--- config.mk ---
export PLATFORM = sky130hd
export DESIGN_NAME = keyed_unique_stack
export DESIGN_NICKNAME = d
export VERILOG_FILES = /design/src/design/kus_pkg.sv /design/src/design/kus_cell.sv /design/src/design/kus_select.sv /design/src/design/keyed_unique_stack.sv
export SDC_FILE = /design/constraint.sdc
export NUM_CORES = 1
export LEC_CHECK = 0
export BUFFER_PORTS_ARGS = -buffer_cell sky130_fd_sc_hd__buf_4
export CORE_MARGIN = 5
export CORE_UTILIZATION = 44
export CTS_CLUSTER_DIAMETER = 80
export DETAILED_ROUTE_END_ITERATION = 6
export PLACE_DENSITY = 0.59
export SLEW_MARGIN = 30
export SYNTH_ARGS = -nofsm -noshare
export SYNTH_HDL_FRONTEND = slang
export SYNTH_SLANG_ARGS = --single-unit
--- constraint.sdc ---
create_clock -name clock -period 24.6 [get_ports clock]
set_input_delay 6.15 -clock clock [delete_from_list [all_inputs] [get_ports clock]]
set_output_delay 6.15 -clock clock [all_outputs]
set_load 0.02 [all_outputs]
--- src/design/kus_pkg.sv ---
// ----------------------------------------------------------------------------
// kus_pkg
// Types and codes shared by the keyed unique stack and its cells.
// ----------------------------------------------------------------------------
package kus_pkg;

   localparam int KEY_W    = 16;
   localparam int RECORD_W = 32;
   localparam int KIND_W   = 3;
   localparam int STATUS_W = 3;
   localparam int COUNT_W  = 5;

   // operation codes carried in the kind field
   localparam logic [KIND_W-1:0] KIND_PUSH   = 3'd0;
   localparam logic [KIND_W-1:0] KIND_POP    = 3'd1;
   localparam logic [KIND_W-1:0] KIND_PEEK   = 3'd2;
   localparam logic [KIND_W-1:0] KIND_FIND   = 3'd3;
   localparam logic [KIND_W-1:0] KIND_REMOVE = 3'd4;

   // result status codes
   localparam logic [STATUS_W-1:0] STATUS_OK      = 3'd0;
   localparam logic [STATUS_W-1:0] STATUS_DUP     = 3'd1;
   localparam logic [STATUS_W-1:0] STATUS_FULL    = 3'd2;
   localparam logic [STATUS_W-1:0] STATUS_EMPTY   = 3'd3;
   localparam logic [STATUS_W-1:0] STATUS_MISSING = 3'd4;

   typedef struct packed {
      logic [KIND_W-1:0]   kind;
      logic [KEY_W-1:0]    key;
      logic [RECORD_W-1:0] record;
   } req_type;

   typedef struct packed {
      logic [STATUS_W-1:0] status;
      logic [KEY_W-1:0]    found_key;
      logic [RECORD_W-1:0] found_record;
      logic [COUNT_W-1:0]  fill_count;
   } rsp_type;

   // what every cell does this cycle
   typedef enum logic [2:0] {
      CELL_HOLD,
      CELL_MARK_TOP,
      CELL_MARK_KEY,
      CELL_PUSH,
      CELL_SHIFT
   } cell_op_type;

   typedef struct packed {
      cell_op_type         op;
      logic [KEY_W-1:0]    key;
      logic [RECORD_W-1:0] record;
   } cell_ctl_type;

   typedef enum logic [1:0] {
      STATE_IDLE,
      STATE_RESOLVE,
      STATE_APPLY
   } state_type;

endpackage

--- src/design/kus_cell.sv ---
// ----------------------------------------------------------------------------
// kus_cell
// One stack slot: key and record, a local key compare and a shift-down path.
// ----------------------------------------------------------------------------
module kus_cell #(
   parameter int DEPTH = 16,
   parameter int INDEX = 0
) (
   input  logic                          clock,
   input  logic                          reset,
   input  kus_pkg::cell_ctl_type         ctl,
   input  logic [$clog2(DEPTH+1)-1:0]    fill,
   input  logic [$clog2(DEPTH)-1:0]      slot,
   input  logic [kus_pkg::KEY_W-1:0]     up_key,
   input  logic [kus_pkg::RECORD_W-1:0]  up_record,
   output logic [kus_pkg::KEY_W-1:0]     key,
   output logic [kus_pkg::RECORD_W-1:0]  record,
   output logic                          sel
);

   localparam int LW = $clog2(DEPTH+1);
   localparam int IW = $clog2(DEPTH);

   localparam logic [LW-1:0] POS      = LW'(INDEX);
   localparam logic [LW-1:0] POS_NEXT = LW'(INDEX + 1);
   localparam logic [IW-1:0] POS_SLOT = IW'(INDEX);

   logic [kus_pkg::KEY_W-1:0]    key_ff, key_in;
   logic [kus_pkg::RECORD_W-1:0] record_ff, record_in;
   logic                         sel_ff, sel_in;
   logic                         occupied;

   assign occupied = (POS < fill);

   always_comb begin
      key_in    = key_ff;
      record_in = record_ff;
      sel_in    = sel_ff;
      case (ctl.op)
         kus_pkg::CELL_MARK_TOP: sel_in = (POS_NEXT == fill);
         kus_pkg::CELL_MARK_KEY: sel_in = occupied && (key_ff == ctl.key);
         kus_pkg::CELL_PUSH: begin
            if (POS == fill) begin
               key_in    = ctl.key;
               record_in = ctl.record;
            end
         end
         kus_pkg::CELL_SHIFT: begin
            // everything at or above the removed slot moves down one
            if (POS_SLOT >= slot) begin
               key_in    = up_key;
               record_in = up_record;
            end
         end
         default: ;
      endcase
   end

   always_ff @(posedge clock) begin
      key_ff    <= key_in;
      record_ff <= record_in;
   end

   always_ff @(posedge clock) begin
      if (reset) begin
         sel_ff <= 1'b0;
      end else begin
         sel_ff <= sel_in;
      end
   end

   assign key    = key_ff;
   assign record = record_ff;
   assign sel    = sel_ff;

endmodule

--- src/design/kus_select.sv ---
// ----------------------------------------------------------------------------
// kus_select
// Collapses the one-hot cell marks into hit, slot index and entry contents.
// ----------------------------------------------------------------------------
module kus_select #(
   parameter int DEPTH = 16
) (
   input  logic [DEPTH-1:0]              sel,
   input  logic [kus_pkg::KEY_W-1:0]     keys    [DEPTH],
   input  logic [kus_pkg::RECORD_W-1:0]  records [DEPTH],
   output logic                          hit,
   output logic [$clog2(DEPTH)-1:0]      slot,
   output logic [kus_pkg::KEY_W-1:0]     key,
   output logic [kus_pkg::RECORD_W-1:0]  record
);

   localparam int IW = $clog2(DEPTH);

   // keys are unique, so at most one mark is set: a plain AND-OR will do
   always_comb begin
      hit    = |sel;
      slot   = '0;
      key    = '0;
      record = '0;
      for (int i = 0; i < DEPTH; i++) begin
         slot   = slot   | ({IW{sel[i]}} & IW'(i));
         key    = key    | ({kus_pkg::KEY_W{sel[i]}} & keys[i]);
         record = record | ({kus_pkg::RECORD_W{sel[i]}} & records[i]);
      end
   end

endmodule

--- src/design/keyed_unique_stack.sv ---
// ----------------------------------------------------------------------------
// keyed_unique_stack
// Bounded LIFO of key/record entries with unique keys, built as a cell chain.
// ----------------------------------------------------------------------------
// Usage:
//   req channel carries one command transaction (kind, key, record); kinds
//   are push, pop, peek, find and remove by key. rsp channel returns exactly
//   one transaction per command: status, found key/record and fill count.
//   Each command passes through three steps: all cells compare in parallel,
//   the one-hot marks are collapsed into hit/slot/data, then the cells are
//   updated. A new command is taken only after the previous one has been
//   through its update step. req_stall is high while a command is in flight.
//   The response sits in an output register, so a new command is taken while
//   the previous response is still stalled; the update step only waits if
//   that register still holds a response whose transaction is stalled when
//   the next one is ready. Reset (synchronous, active high) empties the
//   stack. Slot contents are not cleared; only slots below the fill level
//   are ever read.
//   fill_count reports the low 5 bits of the fill level.
// ----------------------------------------------------------------------------
module keyed_unique_stack #(
   parameter int DEPTH = 16
) (
   input  logic             clock,
   input  logic             reset,
   input  logic             req_valid,
   output logic             req_stall,
   input  kus_pkg::req_type req_data,
   output logic             rsp_valid,
   input  logic             rsp_stall,
   output kus_pkg::rsp_type rsp_data
);

   localparam int LW = $clog2(DEPTH+1);
   localparam int IW = $clog2(DEPTH);

   // slot 0 is the bottom; cell fill-1 is the top
   logic [kus_pkg::KEY_W-1:0]    cell_key    [DEPTH];
   logic [kus_pkg::RECORD_W-1:0] cell_record [DEPTH];
   logic [DEPTH-1:0]             cell_sel;

   kus_pkg::state_type    state_ff, state_in;
   kus_pkg::req_type      req_ff, req_in;
   kus_pkg::cell_ctl_type ctl;
   logic [LW-1:0]         fill_ff, fill_in;

   // resolved search result
   logic                         hit, hit_ff;
   logic [IW-1:0]                slot, slot_ff;
   logic [kus_pkg::KEY_W-1:0]    sel_key, sel_key_ff;
   logic [kus_pkg::RECORD_W-1:0] sel_record, sel_record_ff;

   logic             rsp_valid_ff, rsp_valid_in;
   kus_pkg::rsp_type rsp_ff, rsp_in;
   logic             out_free;
   logic             full;
   logic [31:0]      fill_wide;

   // ---- cell chain ----
   for (genvar i = 0; i < DEPTH; i++) begin : g_cell
      localparam int UP = (i == DEPTH - 1) ? i : i + 1;
      kus_cell #(
         .DEPTH (DEPTH),
         .INDEX (i)
      ) u_cell (
         .clock     (clock),
         .reset     (reset),
         .ctl       (ctl),
         .fill      (fill_ff),
         .slot      (slot_ff),
         .up_key    (cell_key[UP]),
         .up_record (cell_record[UP]),
         .key       (cell_key[i]),
         .record    (cell_record[i]),
         .sel       (cell_sel[i])
      );
   end

   kus_select #(
      .DEPTH (DEPTH)
   ) u_select (
      .sel     (cell_sel),
      .keys    (cell_key),
      .records (cell_record),
      .hit     (hit),
      .slot    (slot),
      .key     (sel_key),
      .record  (sel_record)
   );

   assign full      = (fill_ff >= LW'(DEPTH));
   assign out_free  = !rsp_valid_ff || !rsp_stall;
   assign req_stall = (state_ff != kus_pkg::STATE_IDLE);

   // ---- sequencer ----
   always_comb begin
      state_in     = state_ff;
      req_in       = req_ff;
      fill_in      = fill_ff;
      rsp_in       = rsp_ff;
      rsp_valid_in = rsp_valid_ff && rsp_stall;
      fill_wide    = '0;
      ctl.op       = kus_pkg::CELL_HOLD;
      ctl.key      = req_ff.key;
      ctl.record   = req_ff.record;

      unique case (state_ff)
         kus_pkg::STATE_IDLE: begin
            // cells compare straight off the incoming transaction
            ctl.key = req_data.key;
            if (req_valid) begin
               req_in   = req_data;
               state_in = kus_pkg::STATE_RESOLVE;
               if (req_data.kind == kus_pkg::KIND_POP ||
                   req_data.kind == kus_pkg::KIND_PEEK) begin
                  ctl.op = kus_pkg::CELL_MARK_TOP;
               end else begin
                  ctl.op = kus_pkg::CELL_MARK_KEY;
               end
            end
         end
         kus_pkg::STATE_RESOLVE: begin
            state_in = kus_pkg::STATE_APPLY;
         end
         kus_pkg::STATE_APPLY: begin
            if (out_free) begin
               state_in            = kus_pkg::STATE_IDLE;
               rsp_valid_in        = 1'b1;
               rsp_in.status       = kus_pkg::STATUS_OK;
               rsp_in.found_key    = '0;
               rsp_in.found_record = '0;
               case (req_ff.kind) inside
                  kus_pkg::KIND_PUSH: begin
                     if (hit_ff) begin
                        rsp_in.status = kus_pkg::STATUS_DUP;
                     end else if (full) begin
                        rsp_in.status = kus_pkg::STATUS_FULL;
                     end else begin
                        ctl.op  = kus_pkg::CELL_PUSH;
                        fill_in = fill_ff + LW'(1);
                     end
                  end
                  kus_pkg::KIND_POP, kus_pkg::KIND_PEEK: begin
                     if (!hit_ff) begin
                        rsp_in.status = kus_pkg::STATUS_EMPTY;
                     end else begin
                        rsp_in.found_key    = sel_key_ff;
                        rsp_in.found_record = sel_record_ff;
                        if (req_ff.kind == kus_pkg::KIND_POP) begin
                           fill_in = fill_ff - LW'(1);
                        end
                     end
                  end
                  kus_pkg::KIND_FIND, kus_pkg::KIND_REMOVE: begin
                     if (!hit_ff) begin
                        rsp_in.status = kus_pkg::STATUS_MISSING;
                     end else begin
                        rsp_in.found_key    = sel_key_ff;
                        rsp_in.found_record = sel_record_ff;
                        if (req_ff.kind == kus_pkg::KIND_REMOVE) begin
                           ctl.op  = kus_pkg::CELL_SHIFT;
                           fill_in = fill_ff - LW'(1);
                        end
                     end
                  end
                  default: ;   // unused kinds: ok, nothing changes
               endcase
               fill_wide         = 32'(fill_in);
               rsp_in.fill_count = fill_wide[kus_pkg::COUNT_W-1:0];
            end
         end
         default: state_in = kus_pkg::STATE_IDLE;
      endcase
   end

   always_ff @(posedge clock) begin
      if (reset) begin
         state_ff     <= kus_pkg::STATE_IDLE;
         fill_ff      <= '0;
         rsp_valid_ff <= 1'b0;
      end else begin
         state_ff     <= state_in;
         fill_ff      <= fill_in;
         rsp_valid_ff <= rsp_valid_in;
      end
   end

   always_ff @(posedge clock) begin
      req_ff        <= req_in;
      rsp_ff        <= rsp_in;
      hit_ff        <= hit;
      slot_ff       <= slot;
      sel_key_ff    <= sel_key;
      sel_record_ff <= sel_record;
   end

   assign rsp_valid = rsp_valid_ff;
   assign rsp_data  = rsp_ff;

endmodule

Word level (Yosys, flattened, before mapping)
Index checks and enable logic that the tools add are counted.
W data, S select, Z words.
{ "word_totals": {"input_bits": 55, "ramBits": 0, "register_bits": 952, "mem_count": 0, "latchBits": 0, "rom_bits": 0} }
{ "op_classes": {"n_div": 0, "n_shift": 0, "mux": 142, "order_cmp": 32, "addsub": 2, "n_eq_ne": 76, "mul": 0, "bitwise": 76, "n_reduce_logical": 49} }
{ "ops": {"columns": ["operator", "count"], "rows": [
  ["$mux W32", 30],
  ["$pmux W32 S2", 15],
  ["$and A32 B32 Y32", 16],
  ["$mux W16", 31],
  ["$or A32 B32 Y32", 15],
  ["$pmux W16 S2", 15],
  ["$and A16 B16 Y16", 16],
  ["$eq A16 B16 Y1", 16],
  ["$or A16 B16 Y16", 15],
  ["$mux W48", 3],
  ["$ne A2 B1 Y1 const B", 30],
  ["$mux W5", 9],
  ["$reduce_and A3 Y1", 15],
  ["$eq A4 B5 Y1 const A", 8],
  ["$lt A4 B5 Y1 const A", 8],
  ["$mux W3", 12],
  ["$or A4 B4 Y4", 8],
  ["$pmux W1 S2", 16],
  ["$ge A4 B4 Y1 const A", 7],
  ["$eq A3 B5 Y1 const A", 4],
  ["$lt A3 B5 Y1 const A", 4],
  ["$logic_and A1 B1 Y1", 17],
  ["$ge A3 B4 Y1 const A", 4],
  ["$or A4 B3 Y4", 4],
  ["other kinds (31)", 59]
]} }

Longest topological paths before layout
{ "logic_depth": {"ltp_word": 16, "ltp_mapped": 10, "mapped_depth_nobuf": 8} }

Modules after synthesis
From an unflattened synthesis, not the netlist that was laid out.
{ "unflattened": {"hier_cells": 3092, "hier_area_um2": 46997.6} }
{ "modules_own_cells": {"columns": ["mod", "n_inst", "seq_area_each_um2", "area_each_um2", "cells_per_inst"], "rows": [
  ["keyed_unique_stack", 1, 4434.3, 5485.3, 330],
  ["kus_select", 1, 0.0, 4165.2, 537],
  ["kus_cell (g_cell[15].u_cell)", 1, 1461.4, 2354.8, 138],
  ["kus_cell (g_cell[11].u_cell)", 1, 1461.4, 2353.5, 141],
  ["kus_cell (g_cell[2].u_cell)", 1, 1461.4, 2351.0, 137],
  ["kus_cell (g_cell[4].u_cell)", 1, 1461.4, 2344.7, 141],
  ["kus_cell (g_cell[12].u_cell)", 1, 1461.4, 2339.7, 140],
  ["kus_cell (g_cell[9].u_cell)", 1, 1461.4, 2339.7, 139],
  ["kus_cell (g_cell[10].u_cell)", 1, 1461.4, 2338.5, 139],
  ["kus_cell (g_cell[5].u_cell)", 1, 1461.4, 2338.5, 140],
  ["kus_cell (g_cell[13].u_cell)", 1, 1461.4, 2337.2, 138],
  ["kus_cell (g_cell[14].u_cell)", 1, 1461.4, 2328.5, 138],
  ["kus_cell (g_cell[8].u_cell)", 1, 1461.4, 2328.5, 139],
  ["kus_cell (g_cell[6].u_cell)", 1, 1461.4, 2326.0, 139],
  ["4 more rows", null, null, null, null]
]} }

Worst setup path before layout
Ideal clock, no wire load.
{ "synth_timing": {"path_type": "input-to-reg", "from": "in rsp_stall", "to": "reg g_cell[15].u_cell.key_ff, in the netlist g_cell[15].u_cell.key[0], enable pin", "path_slack_ns": 10.720, "setup_ns": 0.572, "required_ns": 24.028, "t_arrival_ns": 13.308, "path_buffers": 2, "path_stages": 7, "path_cell_list": "nand2_1 nand2_1 inv_1 clkbuf_1 nand2_1 clkbuf_1 nor4_1"} }
{ "synth_via": {"elab_chain_cells": 6} }
{ "synth_lines": {"columns": ["item", "line", "text"], "rows": [
  ["from (decl)", "keyed_unique_stack.sv:30", "input logic rsp_stall,"],
  ["$logic_not A1 Y1", "keyed_unique_stack.sv:92", "assign out_free = !rsp_valid_ff || !rsp_stall;"],
  ["$logic_or A1 B1 Y1", "keyed_unique_stack.sv:92", null],
  ["$mux W3", "keyed_unique_stack.sv:126", "if (out_free) begin"],
  ["$pmux W3 S2", "keyed_unique_stack.sv:107", "unique case (state_ff)"],
  ["$eq A3 B2 Y1", "kus_cell.sv:39", "case (ctl.op)"],
  ["$reduce_and A2 Y1 (no source line)", null, null],
  ["to (signal assigned)", "kus_cell.sv:60", "key_ff <= key_in;"],
  ["to (decl)", "kus_cell.sv:28", "logic [kus_pkg::KEY_W-1:0] key_ff, key_in;"]
]} }
Every way passes these cells.
A chain may end at the register's enable or synchronous reset.

Worst setup path in the final report
{ "layout_timing": {"from": "in rsp_stall", "to": "reg g_cell[9].u_cell.record_ff, in the netlist g_cell[9].u_cell.record[18], data pin"} }
{ "layout_via": {"elab_chain_cells": 6} }
{ "layout_lines": {"columns": ["item", "line", "text"], "rows": [
  ["$logic_not A1 Y1 (*)", "keyed_unique_stack.sv:92", null],
  ["$logic_or A1 B1 Y1 (*)", "keyed_unique_stack.sv:92", null],
  ["$mux W3 (*)", "keyed_unique_stack.sv:126", null],
  ["$pmux W3 S2 (*)", "keyed_unique_stack.sv:107", null],
  ["$eq A3 B3 Y1 / $eq A3 B2 Y1 (equally long branches)", "kus_cell.sv:39", null],
  ["$pmux W32 S2 (*)", "kus_cell.sv:39", null],
  ["net g_cell[9].u_cell.record_in (one bit)", "kus_cell.sv:29", "logic [kus_pkg::RECORD_W-1:0] record_ff, record_in;"],
  ["to (signal assigned)", "kus_cell.sv:61", "record_ff <= record_in;"],
  ["to (decl)", "kus_cell.sv:29", null]
]} }
Mark *: on every way through the listed nets, which the timed path passes. The rest lies on a longest branch.

==> results.sh <==
export IMPL_fin_crit_ns=8.89
export IMPL_dp_final_hpwl_microns=111000
export IMPL_synthFlopType="edfxtp_1"
export IMPL_drt_wl_total_microns=181000
export IMPL_p_sw_share_pct=23.9
export IMPL_coreArea_sq_um=101000
export IMPL_p_leak_nw=18.5
export IMPL_cts_hold_fix_buffers=0
export IMPL_slowest_delay_ns=0.86
export IMPL_fillerInstances=8890
export IMPL_synth_cells=3412
export IMPL_finalHoldViolCount=0
export IMPL_cts_resized=0
export IMPL_start_util_pct=44.1
export IMPL_grt_pass1_wl_microns=248000
export IMPL_ys_ff_latch=952
export IMPL_die_w_microns=329
export IMPL_power_density_nw_per_um2=72.9
export IMPL_ys_async_sr_fraction_pct=0
export IMPL_path_delay_family="buffers and inverters"
export IMPL_critPathLaunchType="input pin"
export IMPL_critPathRequiredTime_ns=25.15
export IMPL_max_freq_mhz=113
export IMPL_crit_path_end_kind="flip-flop"
export IMPL_p_switching_mw=0.871
export IMPL_post_cts_buffers=0
export IMPL_maxSlewViolCount=0
export IMPL_grt_total_usage_pct=32.4
export IMPL_grt_ovfl_total=0
export IMPL_power_internal_mw=2.77
export IMPL_rows=117
export IMPL_hold_class="reg2reg"
export IMPL_finalWorstSetupSlack_ns=15.71
export IMPL_max_cap_viol_count=0
export IMPL_multi_input_area_sq_um=15300
export IMPL_setup_viol=0
export IMPL_path_max_fanout=152
export IMPL_syn_nets=3472
export IMPL_path_buf_inv=5
export IMPL_status="finished, final reports clean"
export IMPL_worst_ep_arrival_time_ns=9.44
export IMPL_antenna_found_initial=8
export IMPL_clock_sinks=952
export IMPL_sequentialPowerShare_pct=50.0
export IMPL_power_share_combinational_pct=8.1
export IMPL_max_slew_margin_rel_pct=23.7
export IMPL_area_growth_pct=11.7
export IMPL_crit_type="in2reg"
export IMPL_ys_types=76
export IMPL_dp_slack_ns=14.78
export IMPL_diodes=0
export IMPL_worstSkewPairLatency_ns=0.71
export IMPL_grt_max_degree=252
export IMPL_dr_first_iter_drc_count=5149
export IMPL_seq_area_frac_synth_pct=62.2
export IMPL_nNetsFinal=3427
export IMPL_via_per_inst=6.83
export IMPL_ys_top_cells_by_area="edfxtp_1 (59%), a21o_1 (8.1%), a221oi_1 (3.9%)"
export IMPL_numCtsBuffers=102
export IMPL_ant_nets=0
export IMPL_ios=113
export IMPL_cts_tree="built"
export IMPL_cts_buffer_depth=3
export IMPL_synth_edf_count=875
export IMPL_drive_above_1_share_pct=12.0
export IMPL_critPathSlowestCell="buf_4"
export IMPL_routedWlPerCell_microns=37.5
export IMPL_min_period_over_period_pct=36.1
export IMPL_die_area_sq_um=108000
export IMPL_synth_top_area_share_pct=58.8
export IMPL_synth_common_cells="edfxtp_1 (875), a21o_1 (484), clkbuf_1 (233)"
export IMPL_tns_ns=0
export IMPL_clock_skew_ns=0.0356
export IMPL_clk_pin_slew_ns=0.06
export IMPL_gp_congestion=1.08
export IMPL_seqCellArea_sq_um=27800
export IMPL_syn_avg_cell_area_sq_um=13.1
export IMPL_netlist_area_sq_um=44700
export IMPL_ir_drop_mv=0.0591
export IMPL_synth_most_common_cell="edfxtp_1"
export IMPL_drc=0
export IMPL_tightest_slew_ns=1.15
export IMPL_die_h_microns=329
export IMPL_htree_levels=3
export IMPL_port_buffers=112
export IMPL_crit_chain="buf_4 -> nand2_1 -> nand2_1 -> inv_4 -> and2_4 -> buf_12 -> buf_16 -> buf_4 -> a21o_1"
export IMPL_vias=32900
export IMPL_yosysTopAreaCell="edfxtp_1"
export IMPL_synth_warning_count=0
export IMPL_clockPowerShare_pct=41.9
export IMPL_dr_pass1_iters=6
export IMPL_rsz0062_at_grt="false"
export IMPL_grt_pass1_vias=31500
export IMPL_clock_root_buffer="clkbuf_16"
## kinds of logic after synthesis
group	synth area share (%)
simple gates	5.25
flops	62.2
compound gates	24.0
fa+ha+maj	0.140
mux	0.392
buf+inv	3.84
xor+xnor	4.11
## metal layers
| layer | up-vias | wire (microns) | part of all wire, % | track usage [%] |
|---|---|---|---|---|
| met2 | 2415 | 77900 | 43 | 48.1 |
| met1 | 16700 | 73000 | 40 | 45.9 |
| met5 | - | 52 | 0.029 | 0 |
| met4 | 8 | 9000 | 5.0 | 13.2 |
| li1 | 13300 | - | - | - |
| met3 | 456 | 21100 | 12 | 8.19 |
## cells in the final DEF (no fill, tap or decap), drive strengths merged, types with 7 or more instances in the layout
cell type,instances
a2111oi,9
a211oi,7
a21boi,22
a21o,484
a21oi,75
a221oi,201
a222oi,7
a22o,196
a22oi,8
a31oi,14
and2,84
buf,189
clkbuf,138
clkinv,45
dfxtp,77
edfxtp,875
inv,73
mux2i,11
nand2,72
nand2b,8
nand3,26
nand4,72
nor2,57
nor2b,8
nor3,39
nor4,38
o211ai,9
o21a,223
o21ai,53
o221ai,12
o22ai,29
o2bb2ai,7
xnor2,109
xor2,101
## path summary, 6_finish.rpt
path                                                from                                      to  slack [ns]  depth (start not counted)
worst max-delay path                           rsp_stall   g_cell[9].u_cell.record[18]$_DFFE_PP_       15.71                          9
worst min-delay path                   ctl[23]$_DFFE_PP_  g_cell[15].u_cell.record[23]$_DFFE_PP_        0.44                          0
worst max register to register  state_ff[1]$_SDFFE_PP0P_       g_cell[4].u_cell.sel$_SDFFE_PP0P_       19.94                         10
worst min register to register         ctl[23]$_DFFE_PP_  g_cell[15].u_cell.record[23]$_DFFE_PP_        0.44                          0
## through the flow
stage / hold WS [ns] / power, mW / util, % / instances / cell area (sq um)
after floorplan: 0.417 / 2.03 / - / 3412 / 44700
after global placement: 0.424 / 2.14 / 46.0 / 4628 / 46600
after detailed placement: 0.423 / 2.14 / 46.0 / 4629 / 46600
after CTS: 0.435 / 3.65 / 49.2 / 4820 / 49900
after global routing: 0.446 / 3.74 / 49.3 / 4822 / 49900
final: 0.436 / 3.64 / 49.3 / 4822 / 49900
## area by class of cell
cell class / count / area share [%]
Timing Repair Buffer: 189 / 2.99
Clock inverter: 53 / 0.960
Tap cell: 1368 / 3.43
Multi-Input combinational cell: 2049 / 30.7
Clock buffer: 138 / 5.62
Sequential cell: 952 / 55.7
Inverter: 73 / 0.561
## sequential cells by signal, indices dropped and copies added, names as in the netlist
signal / cells
sel_key_ff: 16
state_ff: 2
g_cell.u_cell.record: 512
hit_ff: 1
g_cell.u_cell.sel: 16
ctl: 32
g_cell.u_cell.key: 256
req_ff: 19
sel_record_ff: 32
fill_ff: 5
rsp_data: 56
slot_ff: 4
rsp_valid: 1
## power groups by stage
stage	clock network, mW	registers (mW)	logic [mW]
2_1_floorplan	0	1.85	0.186
3_5_place_dp	0	1.85	0.286
4_1_cts	1.55	1.82	0.287
6_report	1.52	1.82	0.296
3_3_place_gp	0	1.85	0.281
5_1_grt	1.61	1.82	0.308
(Power assumes the default switching activity.)
